==> config.mk <==
export PLATFORM = sky130hd
export DESIGN_NAME = pfra_seq
export DESIGN_NICKNAME = d
export VERILOG_FILES = /design/src/rtl/core/page_frame_run_allocator_macros.svh /design/src/rtl/core/pfra_pkg.sv /design/src/rtl/core/pfra_seq.sv
export SDC_FILE = /design/constraint.sdc
export NUM_CORES = 1
export LEC_CHECK = 0
export BUFFER_PORTS_ARGS = -buffer_cell sky130_fd_sc_hd__clkbuf_2
export CORE_UTILIZATION = 31
export CTS_CLUSTER_SIZE = 28
export DETAILED_ROUTE_END_ITERATION = 10
export PLACE_DENSITY = 0.47
export SLEW_MARGIN = 10
export SYNTH_ARGS = -nofsm -noshare
export SYNTH_HDL_FRONTEND = slang
export SYNTH_SLANG_ARGS = --single-unit
==> constraint.sdc <==
create_clock -name clk -period 10.5 [get_ports clk]
set_clock_uncertainty 0.2 [all_clocks]
set_input_delay 1.05 -clock clk [delete_from_list [all_inputs] [get_ports clk]]
set_output_delay 1.05 -clock clk [all_outputs]
set_load 0.1 [all_outputs]
==> src/rtl/core/page_frame_run_allocator_macros.svh <==
// Assertion macros for the page frame run allocator.
// Used by the top level; expects clk and rst_n in scope.
`ifndef PAGE_FRAME_RUN_ALLOCATOR_MACROS_SVH
`define PAGE_FRAME_RUN_ALLOCATOR_MACROS_SVH

// same-cycle implication
`define PFRA_ASSERT_IMP(lbl, ante, cons, msg) \
  lbl: assert property (@(posedge clk) disable iff (!rst_n) (ante) |-> (cons)) \
    else $error(msg);

// next-cycle implication
`define PFRA_ASSERT_NXT(lbl, ante, cons, msg) \
  lbl: assert property (@(posedge clk) disable iff (!rst_n) (ante) |=> (cons)) \
    else $error(msg);

`endif

==> src/rtl/core/pfra_pkg.sv <==
// Types and constants shared by the page frame run allocator.
// No dependencies.
package pfra_pkg;

  localparam int FUNC_W = 2;
  localparam int RUNP_W = 6;
  localparam int PIDX_W = 10;
  localparam int CNT_W  = 11;

  typedef enum logic [FUNC_W-1:0] {
    FN_INIT,
    FN_KALLOC,
    FN_UALLOC,
    FN_FREE
  } func_t;

  typedef enum logic [1:0] {
    ST_OK,
    ST_NO_RUN,
    ST_NOT_START,
    ST_BAD_COUNT
  } status_t;

  typedef enum logic [1:0] {
    FS_FREE  = 2'd0,
    FS_FIXED = 2'd1,
    FS_USER  = 2'd2
  } frame_t;

  typedef enum logic [0:0] {
    CFG_TOTAL,
    CFG_RESERVED
  } cfg_idx_t;

  typedef enum logic [3:0] {
    S_CLEAR,
    S_IDLE,
    S_INIT,
    S_SCAN,
    S_CLAIM_RD,
    S_CLAIM_WR,
    S_FREE_RD,
    S_FREE_WR,
    S_DONE
  } state_t;

  typedef struct packed {
    func_t             func;
    logic [RUNP_W-1:0] run_pages;
    logic [PIDX_W-1:0] free_index;
  } in_item_t;

  typedef struct packed {
    status_t           status;
    logic [PIDX_W-1:0] page_index;
    logic              evict;
    logic [CNT_W-1:0]  used_pages;
    logic              last;
  } out_item_t;

  typedef struct packed {
    logic [CNT_W-1:0] total_pages;
    logic [CNT_W-1:0] reserved_pages;
  } cfg_regs_t;

  localparam logic [CNT_W-1:0] TOTAL_RST    = 11'd1024;
  localparam logic [CNT_W-1:0] RESERVED_RST = 11'd0;

endpackage

==> src/rtl/core/pfra_seq.sv <==
// Sequencer and datapath of the page frame run allocator: scan, claim, free,
// init and clearing sweeps over the frame RAM, plus the result register. Uses pfra_pkg.
module pfra_seq #(
  parameter int NUM_PAGES = 1024,
  parameter int MAX_RUN   = 32
) (
  input  logic                                  clk,
  input  logic                                  rst_n,
  input  pfra_pkg::cfg_regs_t                   cfg,
  input  logic                                  in_valid,
  output logic                                  in_ready,
  input  pfra_pkg::in_item_t                    in_data,
  output logic                                  out_valid,
  input  logic                                  out_ready,
  output pfra_pkg::out_item_t                   out_data,
  output logic                                  ram_we,
  output logic [$clog2(NUM_PAGES)-1:0]          ram_waddr,
  output logic [$clog2(MAX_RUN + 1)+1:0]        ram_wdata,
  output logic                                  ram_re,
  output logic [$clog2(NUM_PAGES)-1:0]          ram_raddr,
  input  logic [$clog2(MAX_RUN + 1)+1:0]        ram_rdata
);
  import pfra_pkg::*;

  localparam int AW  = $clog2(NUM_PAGES);
  localparam int CW  = $clog2(NUM_PAGES + 1);
  localparam int TW  = (CW > CNT_W) ? CW : CNT_W;
  localparam int RLW = $clog2(MAX_RUN + 1);
  localparam int DW  = 2 + RLW;

  state_t           state_r, state_nxt;
  logic [AW-1:0]    ptr_r, ptr_nxt;
  logic [CW-1:0]    lim_r, lim_nxt;
  logic [CW-1:0]    piu_r, piu_nxt;
  logic             dv_r, dv_nxt;
  logic [CW-1:0]    issue_r, issue_nxt;
  logic [AW-1:0]    idx_r, idx_nxt;
  logic [RLW-1:0]   run_r, run_nxt;
  logic [RLW-1:0]   user_r, user_nxt;
  logic [RLW-1:0]   n_r, n_nxt;
  logic [RLW-1:0]   cnt_r, cnt_nxt;
  logic [RLW-1:0]   len_r, len_nxt;
  frame_t           kind_r, kind_nxt;
  logic             allow_r, allow_nxt;
  status_t          status_r, status_nxt;
  logic [PIDX_W-1:0] page_r, page_nxt;
  logic             out_valid_r, out_valid_nxt;
  out_item_t        out_data_r, out_data_nxt;

  logic [CW-1:0]    t_eff, r_eff;
  logic             in_fire, slot_free, bad_cnt, fi_oob;
  logic [1:0]       rd_fs;
  logic [RLW-1:0]   rd_len;
  logic             rd_user, eligible, scan_issue, scan_hit, scan_miss;
  logic [RLW-1:0]   run_inc, user_tot, cnt_inc, free_len;
  logic             claim_go, claim_last, free_bad, free_more, sweep_end;
  logic [CW-1:0]    ptr_inc_c, piu_hit;
  logic [AW-1:0]    start_c;
  logic             out_load;
  out_item_t        out_d;

  assign t_eff = (TW'(cfg.total_pages) > TW'(NUM_PAGES)) ? CW'(NUM_PAGES)
                                                         : CW'(cfg.total_pages);
  assign r_eff = (TW'(cfg.reserved_pages) > TW'(t_eff)) ? t_eff
                                                         : CW'(cfg.reserved_pages);

  assign in_ready  = (state_r == S_IDLE);
  assign in_fire   = in_valid && in_ready;
  assign slot_free = !out_valid_r || out_ready;
  assign bad_cnt   = (in_data.run_pages == '0) || (in_data.run_pages > RUNP_W'(MAX_RUN));
  assign fi_oob    = TW'(in_data.free_index) >= TW'(t_eff);

  assign rd_fs      = ram_rdata[DW-1:RLW];
  assign rd_len     = ram_rdata[RLW-1:0];
  assign rd_user    = (rd_fs == FS_USER);
  assign eligible   = (rd_fs == FS_FREE) || (allow_r && rd_user);
  assign scan_issue = issue_r < t_eff;
  assign run_inc    = run_r + RLW'(1);
  assign scan_hit   = dv_r && eligible && (run_inc == n_r);
  assign scan_miss  = !dv_r && !scan_issue;
  assign user_tot   = user_r + RLW'(rd_user);
  assign start_c    = AW'(CW'(idx_r) + CW'(1) - CW'(n_r));
  assign piu_hit    = piu_r + CW'(n_r) - CW'(user_tot);

  assign cnt_inc    = cnt_r + RLW'(1);
  assign claim_go   = !rd_user || slot_free;
  assign claim_last = (cnt_inc == n_r);
  assign free_len   = (cnt_r == '0) ? rd_len : len_r;
  assign free_bad   = (cnt_r == '0) && (rd_len == '0);
  assign ptr_inc_c  = CW'(ptr_r) + CW'(1);
  assign free_more  = (cnt_inc < free_len) && (ptr_inc_c < t_eff);
  assign sweep_end  = (ptr_r == AW'(NUM_PAGES - 1));

  // next state
  always_comb begin
    state_nxt = state_r;
    case (state_r)
      S_CLEAR: begin
        if (sweep_end) state_nxt = S_IDLE;
      end
      S_IDLE: begin
        if (in_valid) begin
          case (in_data.func)
            FN_INIT:   state_nxt = S_INIT;
            FN_KALLOC: state_nxt = bad_cnt ? S_DONE : S_SCAN;
            FN_UALLOC: state_nxt = S_SCAN;
            FN_FREE:   state_nxt = fi_oob ? S_DONE : S_FREE_RD;
            default:   state_nxt = S_IDLE;
          endcase
        end
      end
      S_INIT: begin
        if (sweep_end) state_nxt = S_DONE;
      end
      S_SCAN: begin
        if (scan_hit) begin
          state_nxt = S_CLAIM_RD;
        end else if (scan_miss) begin
          state_nxt = S_DONE;
        end
      end
      S_CLAIM_RD: state_nxt = S_CLAIM_WR;
      S_CLAIM_WR: begin
        if (claim_go) state_nxt = claim_last ? S_DONE : S_CLAIM_RD;
      end
      S_FREE_RD: state_nxt = S_FREE_WR;
      S_FREE_WR: begin
        if (free_bad || !free_more) begin
          state_nxt = S_DONE;
        end else begin
          state_nxt = S_FREE_RD;
        end
      end
      S_DONE: begin
        if (slot_free) state_nxt = S_IDLE;
      end
      default: state_nxt = S_IDLE;
    endcase
  end

  // RAM and result outputs
  always_comb begin
    ram_we    = 1'b0;
    ram_waddr = ptr_r;
    ram_wdata = '0;
    ram_re    = 1'b0;
    ram_raddr = ptr_r;
    out_load  = 1'b0;
    out_d     = '{status: ST_OK, page_index: PIDX_W'(ptr_r), evict: 1'b1,
                  used_pages: CNT_W'(piu_r), last: 1'b0};
    case (state_r)
      S_CLEAR, S_INIT: begin
        ram_we    = 1'b1;
        ram_wdata = {(CW'(ptr_r) < lim_r) ? FS_FIXED : FS_FREE, {RLW{1'b0}}};
      end
      S_SCAN: begin
        ram_re    = scan_issue;
        ram_raddr = issue_r[AW-1:0];
      end
      S_CLAIM_RD, S_FREE_RD: begin
        ram_re = 1'b1;
      end
      S_CLAIM_WR: begin
        ram_we    = claim_go;
        ram_wdata = {kind_r, (cnt_r == '0) ? n_r : {RLW{1'b0}}};
        out_load  = rd_user && slot_free;
      end
      S_FREE_WR: begin
        ram_we    = !free_bad;
        ram_wdata = {FS_FREE, {RLW{1'b0}}};
      end
      S_DONE: begin
        out_load = slot_free;
        out_d    = '{status: status_r, page_index: page_r, evict: 1'b0,
                     used_pages: CNT_W'(piu_r), last: 1'b1};
      end
      default: begin
      end
    endcase
  end

  // datapath
  always_comb begin
    ptr_nxt    = ptr_r;
    lim_nxt    = lim_r;
    piu_nxt    = piu_r;
    dv_nxt     = 1'b0;
    issue_nxt  = issue_r;
    idx_nxt    = issue_r[AW-1:0];
    run_nxt    = run_r;
    user_nxt   = user_r;
    n_nxt      = n_r;
    cnt_nxt    = cnt_r;
    len_nxt    = len_r;
    kind_nxt   = kind_r;
    allow_nxt  = allow_r;
    status_nxt = status_r;
    page_nxt   = page_r;
    case (state_r)
      S_CLEAR, S_INIT: begin
        ptr_nxt = sweep_end ? '0 : ptr_r + AW'(1);
      end
      S_IDLE: begin
        if (in_fire) begin
          ptr_nxt    = '0;
          cnt_nxt    = '0;
          issue_nxt  = '0;
          run_nxt    = '0;
          user_nxt   = '0;
          allow_nxt  = (piu_r >= t_eff);
          page_nxt   = '0;
          status_nxt = ST_NO_RUN;
          case (in_data.func)
            FN_INIT: begin
              lim_nxt    = r_eff;
              piu_nxt    = r_eff;
              status_nxt = ST_OK;
            end
            FN_KALLOC: begin
              n_nxt    = RLW'(in_data.run_pages);
              kind_nxt = FS_FIXED;
              if (bad_cnt) status_nxt = ST_BAD_COUNT;
            end
            FN_UALLOC: begin
              n_nxt    = RLW'(1);
              kind_nxt = FS_USER;
            end
            FN_FREE: begin
              ptr_nxt    = AW'(in_data.free_index);
              page_nxt   = in_data.free_index;
              status_nxt = fi_oob ? ST_NOT_START : ST_OK;
            end
            default: begin
            end
          endcase
        end
      end
      S_SCAN: begin
        dv_nxt = scan_issue;
        if (scan_issue) issue_nxt = issue_r + CW'(1);
        if (dv_r) begin
          if (eligible) begin
            run_nxt  = run_inc;
            user_nxt = user_tot;
          end else begin
            run_nxt  = '0;
            user_nxt = '0;
          end
        end
        if (scan_hit) begin
          ptr_nxt    = start_c;
          cnt_nxt    = '0;
          piu_nxt    = piu_hit;
          status_nxt = ST_OK;
          page_nxt   = PIDX_W'(start_c);
        end
      end
      S_CLAIM_WR: begin
        if (claim_go) begin
          cnt_nxt = cnt_inc;
          ptr_nxt = ptr_r + AW'(1);
        end
      end
      S_FREE_WR: begin
        if (free_bad) begin
          status_nxt = ST_NOT_START;
        end else begin
          len_nxt = free_len;
          cnt_nxt = cnt_inc;
          ptr_nxt = ptr_r + AW'(1);
          if ((rd_fs != FS_FREE) && (piu_r != '0)) piu_nxt = piu_r - CW'(1);
        end
      end
      default: begin
      end
    endcase
  end

  assign out_valid_nxt = out_load ? 1'b1 : (out_ready ? 1'b0 : out_valid_r);
  assign out_data_nxt  = out_load ? out_d : out_data_r;

  always_ff @(posedge clk) begin
    if (!rst_n) begin
      state_r     <= S_CLEAR;
      ptr_r       <= '0;
      lim_r       <= '0;
      piu_r       <= '0;
      dv_r        <= 1'b0;
      out_valid_r <= 1'b0;
    end else begin
      state_r     <= state_nxt;
      ptr_r       <= ptr_nxt;
      lim_r       <= lim_nxt;
      piu_r       <= piu_nxt;
      dv_r        <= dv_nxt;
      out_valid_r <= out_valid_nxt;
    end
  end

  always_ff @(posedge clk) begin
    issue_r    <= issue_nxt;
    idx_r      <= idx_nxt;
    run_r      <= run_nxt;
    user_r     <= user_nxt;
    n_r        <= n_nxt;
    cnt_r      <= cnt_nxt;
    len_r      <= len_nxt;
    kind_r     <= kind_nxt;
    allow_r    <= allow_nxt;
    status_r   <= status_nxt;
    page_r     <= page_nxt;
    out_data_r <= out_data_nxt;
  end

  assign out_valid = out_valid_r;
  assign out_data  = out_data_r;

endmodule

Yosys cells after proc, flatten, opt, wreduce, memory -nomap -nowiden
Index checks and enable logic that the tools add are counted.
{ "classes": {"bitwise": 1, "reduce_logical": 49, "n_lt_le_gt_ge": 9, "eq_ne": 29, "addsub": 11, "n_mux": 63} }
{ "op_table": {"columns": ["operator", "n"], "rows": [
  ["11-bit two-way mux", 9],
  ["10-bit two-way mux", 7],
  ["6-bit two-way mux", 10],
  ["10-bit case mux with 5 select lines", 1],
  ["4-bit two-way mux", 11],
  ["4-bit case mux with 9 select lines", 1],
  ["6-bit case mux with 2 select lines", 3],
  ["11-bit case mux with 3 select lines", 1],
  ["6-bit case mux with 4 select lines", 1],
  ["23-bit two-way mux", 1],
  ["11-bit less-than comparator", 2],
  ["2-bit inequality test, second input constant", 11],
  ["11-bit case mux with 2 select lines", 1],
  ["10-bit by 1-bit adder with 10-bit output, second input constant", 2],
  ["10-bit case mux with 2 select lines", 1],
  ["6-bit zero test", 3],
  ["4-bit by 3-bit equality test with 1-bit output, second input constant", 4],
  ["4-bit case mux with 4 select lines", 1],
  ["8-bit case mux with 2 select lines", 1],
  ["3-bit AND reduction", 5],
  ["6-bit by 1-bit adder with 6-bit output, second input constant", 2],
  ["6-bit equality test", 2],
  ["2-bit case mux with 3 select lines", 2],
  ["6-bit AND reduction", 2],
  ["42 further kinds", 78]
]} }
{ "word_totals": {"out_inout_bits": 57, "reg_bits": 129, "elab_cells": 184, "input_bits": 52} }

Logic depth before layout (Yosys ltp)
{ "depth": {"ltp_word": 8, "mapped_depth": 15, "mapped_depth_nobuf": 15} }

Worst setup path after synthesis
Ideal clock, no wire load.
{ "synth_timing": {"kind": "reg-to-output", "start": "reg cnt_r[0]", "end": "out ram_wdata[0]", "path_slack_ns": 5.189, "required_ns": 9.250, "stages_incl_launch_ff": 7, "path_buffers": 1, "arrival_time_ns": 4.061, "path_cell_list": "edfxtp_1 > inv_1 > ha_1 > nor2b_1 > nand2_1 > buf_1 > nor4_1"} }
{ "synth_via": {"elab_chain_cells": 3} }
{ "synth_rtl": {"columns": ["item", "line", "text"], "rows": [
  ["start, declared", "pfra_seq.sv:41", "logic [RLW-1:0] cnt_r, cnt_nxt;"],
  ["start signal, assigned", "pfra_seq.sv:306", "cnt_r <= cnt_nxt;"],
  ["6-bit zero test", "pfra_seq.sv:165", "ram_wdata = {kind_r, (cnt_r == '0) ? n_r : {RLW{1'b0}}};"],
  ["6-bit two-way mux", "pfra_seq.sv:165", null],
  ["8-bit case mux with 2 select lines", "pfra_seq.sv:151", "case (state_r)"],
  ["end, declared", "pfra_seq.sv:18", "output logic [$clog2(MAX_RUN + 1)+1:0] ram_wdata,"]
]} }
No other way between the ends.

Worst setup path after layout
{ "layout_timing": {"start": "in cfg[21] (netlist name)", "end": "out ram_re"} }
{ "layout_via": {"elab_chain_cells": 4} }
{ "layout_rtl": {"columns": ["item", "line", "text"], "rows": [
  ["start, declared", "pfra_seq.sv:9", "input pfra_pkg::cfg_regs_t cfg,"],
  ["11-bit greater-than comparator", "pfra_seq.sv:62", "assign t_eff = (TW'(cfg.total_pages) > TW'(NUM_PAGES)) ? CW'(NUM_PAGES)"],
  ["11-bit two-way mux *", "pfra_seq.sv:62", null],
  ["11-bit less-than comparator *", "pfra_seq.sv:77", "assign scan_issue = issue_r < t_eff;"],
  ["1-bit case mux with 2 select lines *", "pfra_seq.sv:151", null],
  ["end, declared", "pfra_seq.sv:19", "output logic ram_re,"]
]} }
Every way passes the cells marked *; elsewhere a longest branch is shown, timed or not.

==> summary.md <==
| Metric | Value |
|---|---|
| First-pass GRT wire length | `45000 µm` |
| Buf+Inv Stages, Crit Path | `3` |
| Critical-path top delay cell | `clkbuf_2` |
| Worst Path Required | `slightly above 9 ns` |
| Gp weighted congestion | `between 0.9 and 1` |
| First-pass iteration count of the detailed router | `5` |
| Initial antenna violation count | `0` |
| Worst IR Drop VDD | `0.109 mV` |
| Largest net degree at the start of global routing | `28` |
| Final total power | `around 0.0016 W` |
| CTS tree | `yes` |
| CTS root buf | `clkbuf_16` |
| Postcts setup bufs | `0` |
| Critical path launch point | `cfg[21]` |
| Max stage delay on crit path | `0.48 ns` |
| Die area | `around 30000 µm²` |
| Critical Path End Type | `primary output` |
| Cells along the critical path | `clkbuf_2, inv_1, nand2_1, ha_1, and4_1, and2_1, a211oi_1, nand3_1, nand2_1, clkbuf_2` |
| H-tree levels | `4` |
| Area added between synthesis and finish | `16.5%` |
| Finished Cell Area | `10800 µm²` |
| WP data arrival | `roughly 3.7 ns` |
| Vias | `between 7000 and 8000` |
| Die H | `~170 µm` |
| Hold crit path type | `reg2reg` |
| Post-DP Area | `approximately 10000 µm²` |
| CP Class | `in2out` |
| GRT Resource Usage Total | `about a fifth` |
| Hold Crit Start | `lim_r[8]` |
| CP top delay family | `simple AND/OR/NAND/NOR gates` |
| Hold Vio Cnt, Final | `0` |
| Prevailing post-synth register cell | `edfxtp_1` |
| Pre-CTS WS | `roughly 5.5 ns` |
| Diode count | `0` |
| Syn_area_per_cell | `9.51 µm²` |
| CTS Hold Bufs | `0` |
| Fin Setup TNS | `0 ns` |
| Clk slew on worst S/H paths | `approximately 0.060 ns` |
| Pleak | `4.64 nW` |
| Seq cells post-synth | `between 100 and 150` |
| Final net count | `between 1000 and 1500` |
| Initial core utilization | `31.9%` |
| Ys async rst share | `0%` |
| CTS Buf Count | `17` |
| PortBufs | `about 110` |
| Layout Cells excl Fill | `about 1500` |
| Vias in the first global route | `about 7500` |
| Min Tclk post-route | `between 4 and 5 ns` |
| Reg2reg start | `run_r[0]` |
| Power per cell area | `about 150 nW/µm²` |
| Core box area | `between 20000 and 30000 µm²` |
| Outcome | `completed` |
| Remaining DRCs | `0` |
| I/O pin count | `109` |
| Cell Area, Synth | `between 9000 and 10000 µm²` |
| Worst skew pair latency | `about 0.42 ns` |
| Global route overflow | `0` |
| Die Wd | `roughly 170 µm` |
| Max-slew headroom | `27.4%` |
| Yosys warns | `0` |
| Peak Freq | `between 0.2 and 0.25 GHz` |
| # setup viols final | `0` |
| Antenna Nets Post-Route | `0` |
| Max Transition Viols Final | `0` |
| Register area share after synthesis | `36.6%` |
| CTS Sinks | `129` |
| Layout cells sized above 1 | `between 10% and 20%` |
| Startpoint Class | `input port` |
| Distinct cells, synth | `87` |
| Syn_nets | `approximately 1100` |
| Initial DRC count | `between 500 and 600` |
| Worst setup margin | `between 5 and 6 ns` |
| Clock buffer depth | `2` |
| Fin crit share | `a little under half` |
| Worst slew pin tran | `~1.1 ns` |
| CTS resizes | `0` |
| DRT Wirelength | `approximately 30000 µm` |
| Inst Count DP | `between 1000 and 1500` |
| R2R Setup Slk | `between 6 and 7 ns` |
| Row count | `slightly above 60` |
| Post-DP HPWL | `about 23000 µm` |
| Synth Instances | `974` |
| Routed vias/inst | `a little over 5` |
| MaxCap Viol Count | `0` |
| RSZ-0062 raised after global routing | `no` |
| Number of synthesized flops with an enable pin | `81` |
| CP Max Fanout | `13` |
| WL/cell | `between 20 and 25 µm` |
==> worst paths after layout <==
kind	to	cells after the start
worst min-delay path	lim_r[8]	2
worst max register to register	page_r[0]	7
worst max-delay path	ram_re	10
worst min register to register	lim_r[8]	2
==> cell usage in the layout, fill, tap and decap left out, types with 8 or more instances in the layout <==
| master | count |
|---|---|
| o211ai_1 | 14 |
| edfxtp_1 | 81 |
| ha_1 | 105 |
| and2_1 | 11 |
| mux2_2 | 12 |
| xnor2_1 | 40 |
| o21ai_1 | 12 |
| nor2_1 | 65 |
| nand3_1 | 32 |
| nand2_1 | 105 |
| nor2b_1 | 10 |
| clkbuf_16 | 17 |
| dfxtp_1 | 48 |
| clkbuf_2 | 108 |
| buf_4 | 8 |
| nor3_1 | 15 |
| and3_1 | 21 |
| mux2i_1 | 18 |
| o21ai_0 | 31 |
| a21o_1 | 17 |
| a21oi_1 | 39 |
| a211oi_1 | 12 |
| xor2_1 | 25 |
| nand2b_1 | 8 |
| inv_1 | 79 |
==> flip-flops by register name, summed over array words and instances, names as in the netlist, 10 cells and up <==
register,cells
issue_r,11
idx_r,10
ram_waddr,10
page_r,10
piu_r,11
out_data,25
lim_r,11
==> cell type report <==
| cell class | instances | area [µm²] |
|---|---|---|
| clock inverters | 13 | 138 |
| clock buffers | 19 | 453 |
| flip-flops and latches | 129 | 3390 |
| fillers | 2969 | 18300 |
| repair buffers | 116 | 601 |
| well taps | 384 | 480 |
| inverters | 82 | 310 |
| multi-input cells | 728 | 5420 |
==> routing by layer <==
| layer | vias up | track usage (%) | share of wire [%] |
|---|---|---|---|
| met3 | 41 | 3.31 | 4.6 |
| li1 | 3725 | - | - |
| met5 | - | 0 | 0 |
| met2 | 215 | 32.7 | 47 |
| met4 | 0 | 7.25 | 3.1 |
| met1 | 3639 | 25.7 | 45 |
==> cells in the mapped netlist (3+ instances only) <==
cell         n  area, µm²
buf_2        5       25.0
mux2i_1     18        180
nand2_1    105        394
o21a_1       6       45.0
xnor3_1      3       67.6
buf_4        4       30.0
clkbuf_1    19       71.3
mux2_2      12        135
a31oi_1      7       43.8
a21oi_1     40        200
nor2_1      66        248
inv_1       79        297
edfxtp_1    81       2430
and4_1       6       52.6
a2111oi_0    3       26.3
o21bai_1     5       37.5
a211oi_1    12       90.1
nand4_1      6       37.5
ha_1       105       1310
or3_1        4       25.0
and2_1      11       68.8
xor2_1      25        219
o21ai_1     12       60.1
a21o_1      17        128
dfxtp_1     48        961
nor4_1       7       43.8
o221a_1      3       33.8
mux2_4       4       60.1
buf_1        5       18.8
fa_1         7        140
nor3_1      15       75.1
o21ai_0     31        155
xnor2_1     40        350
nor4bb_1     3       30.0
o211ai_1    14        105
o31ai_1      7       52.6
nand3_1     32        160
o2111ai_1    6       52.6
nor2b_1     10       62.6
nand2b_1     8       50.1
and3_1      21        131
o41ai_1      3       26.3
==> worst reg2reg max path, stage by stage (launching register included) <==
cell	delay (ns)
edfxtp_1	0.46
ha_1	0.35
xor2_1	0.16
a2111oi_0	0.55
nand4_1	0.18
or2_1	0.39
o21ai_0	0.85
buf_4	0.33
==> logic make-up after synthesis <==
logic type	count (synthesis)	share of synthesized area, %
multiplexers	34	4.05
AO/OA/AOI/OAI	202	15.1
AND/OR/NAND/NOR	311	16.4
buffers and inverters	117	5.16
flip-flops	129	36.6
XOR/XNOR	68	6.87
adder cells (fa/ha/maj)	113	15.8
==> power by group <==
group / internal (W) / switching, W / leakage [nW] / total [W]
clock network: 0.000361 / 0.000239 / 0.273 / 0.000600
logic: 0.000139 / 0.000302 / 3.22 / 0.000441
registers: 0.000562 / 0.0000376 / 1.14 / 0.000599
total: 0.00106 / 0.000578 / 4.64 / 0.00164
==> metrics by stage <==
step | hold slack (ns) | util, %
6_report | 0.298 | 37.1
3_3_place_gp | 0.279 | 35.1
3_5_place_dp | 0.284 | 35.1
2_1_floorplan | 0.191 | -
5_1_grt | 0.339 | 37.1
4_1_cts | 0.305 | 37.1
No activity file was read; power rests on OpenSTA's default activity.
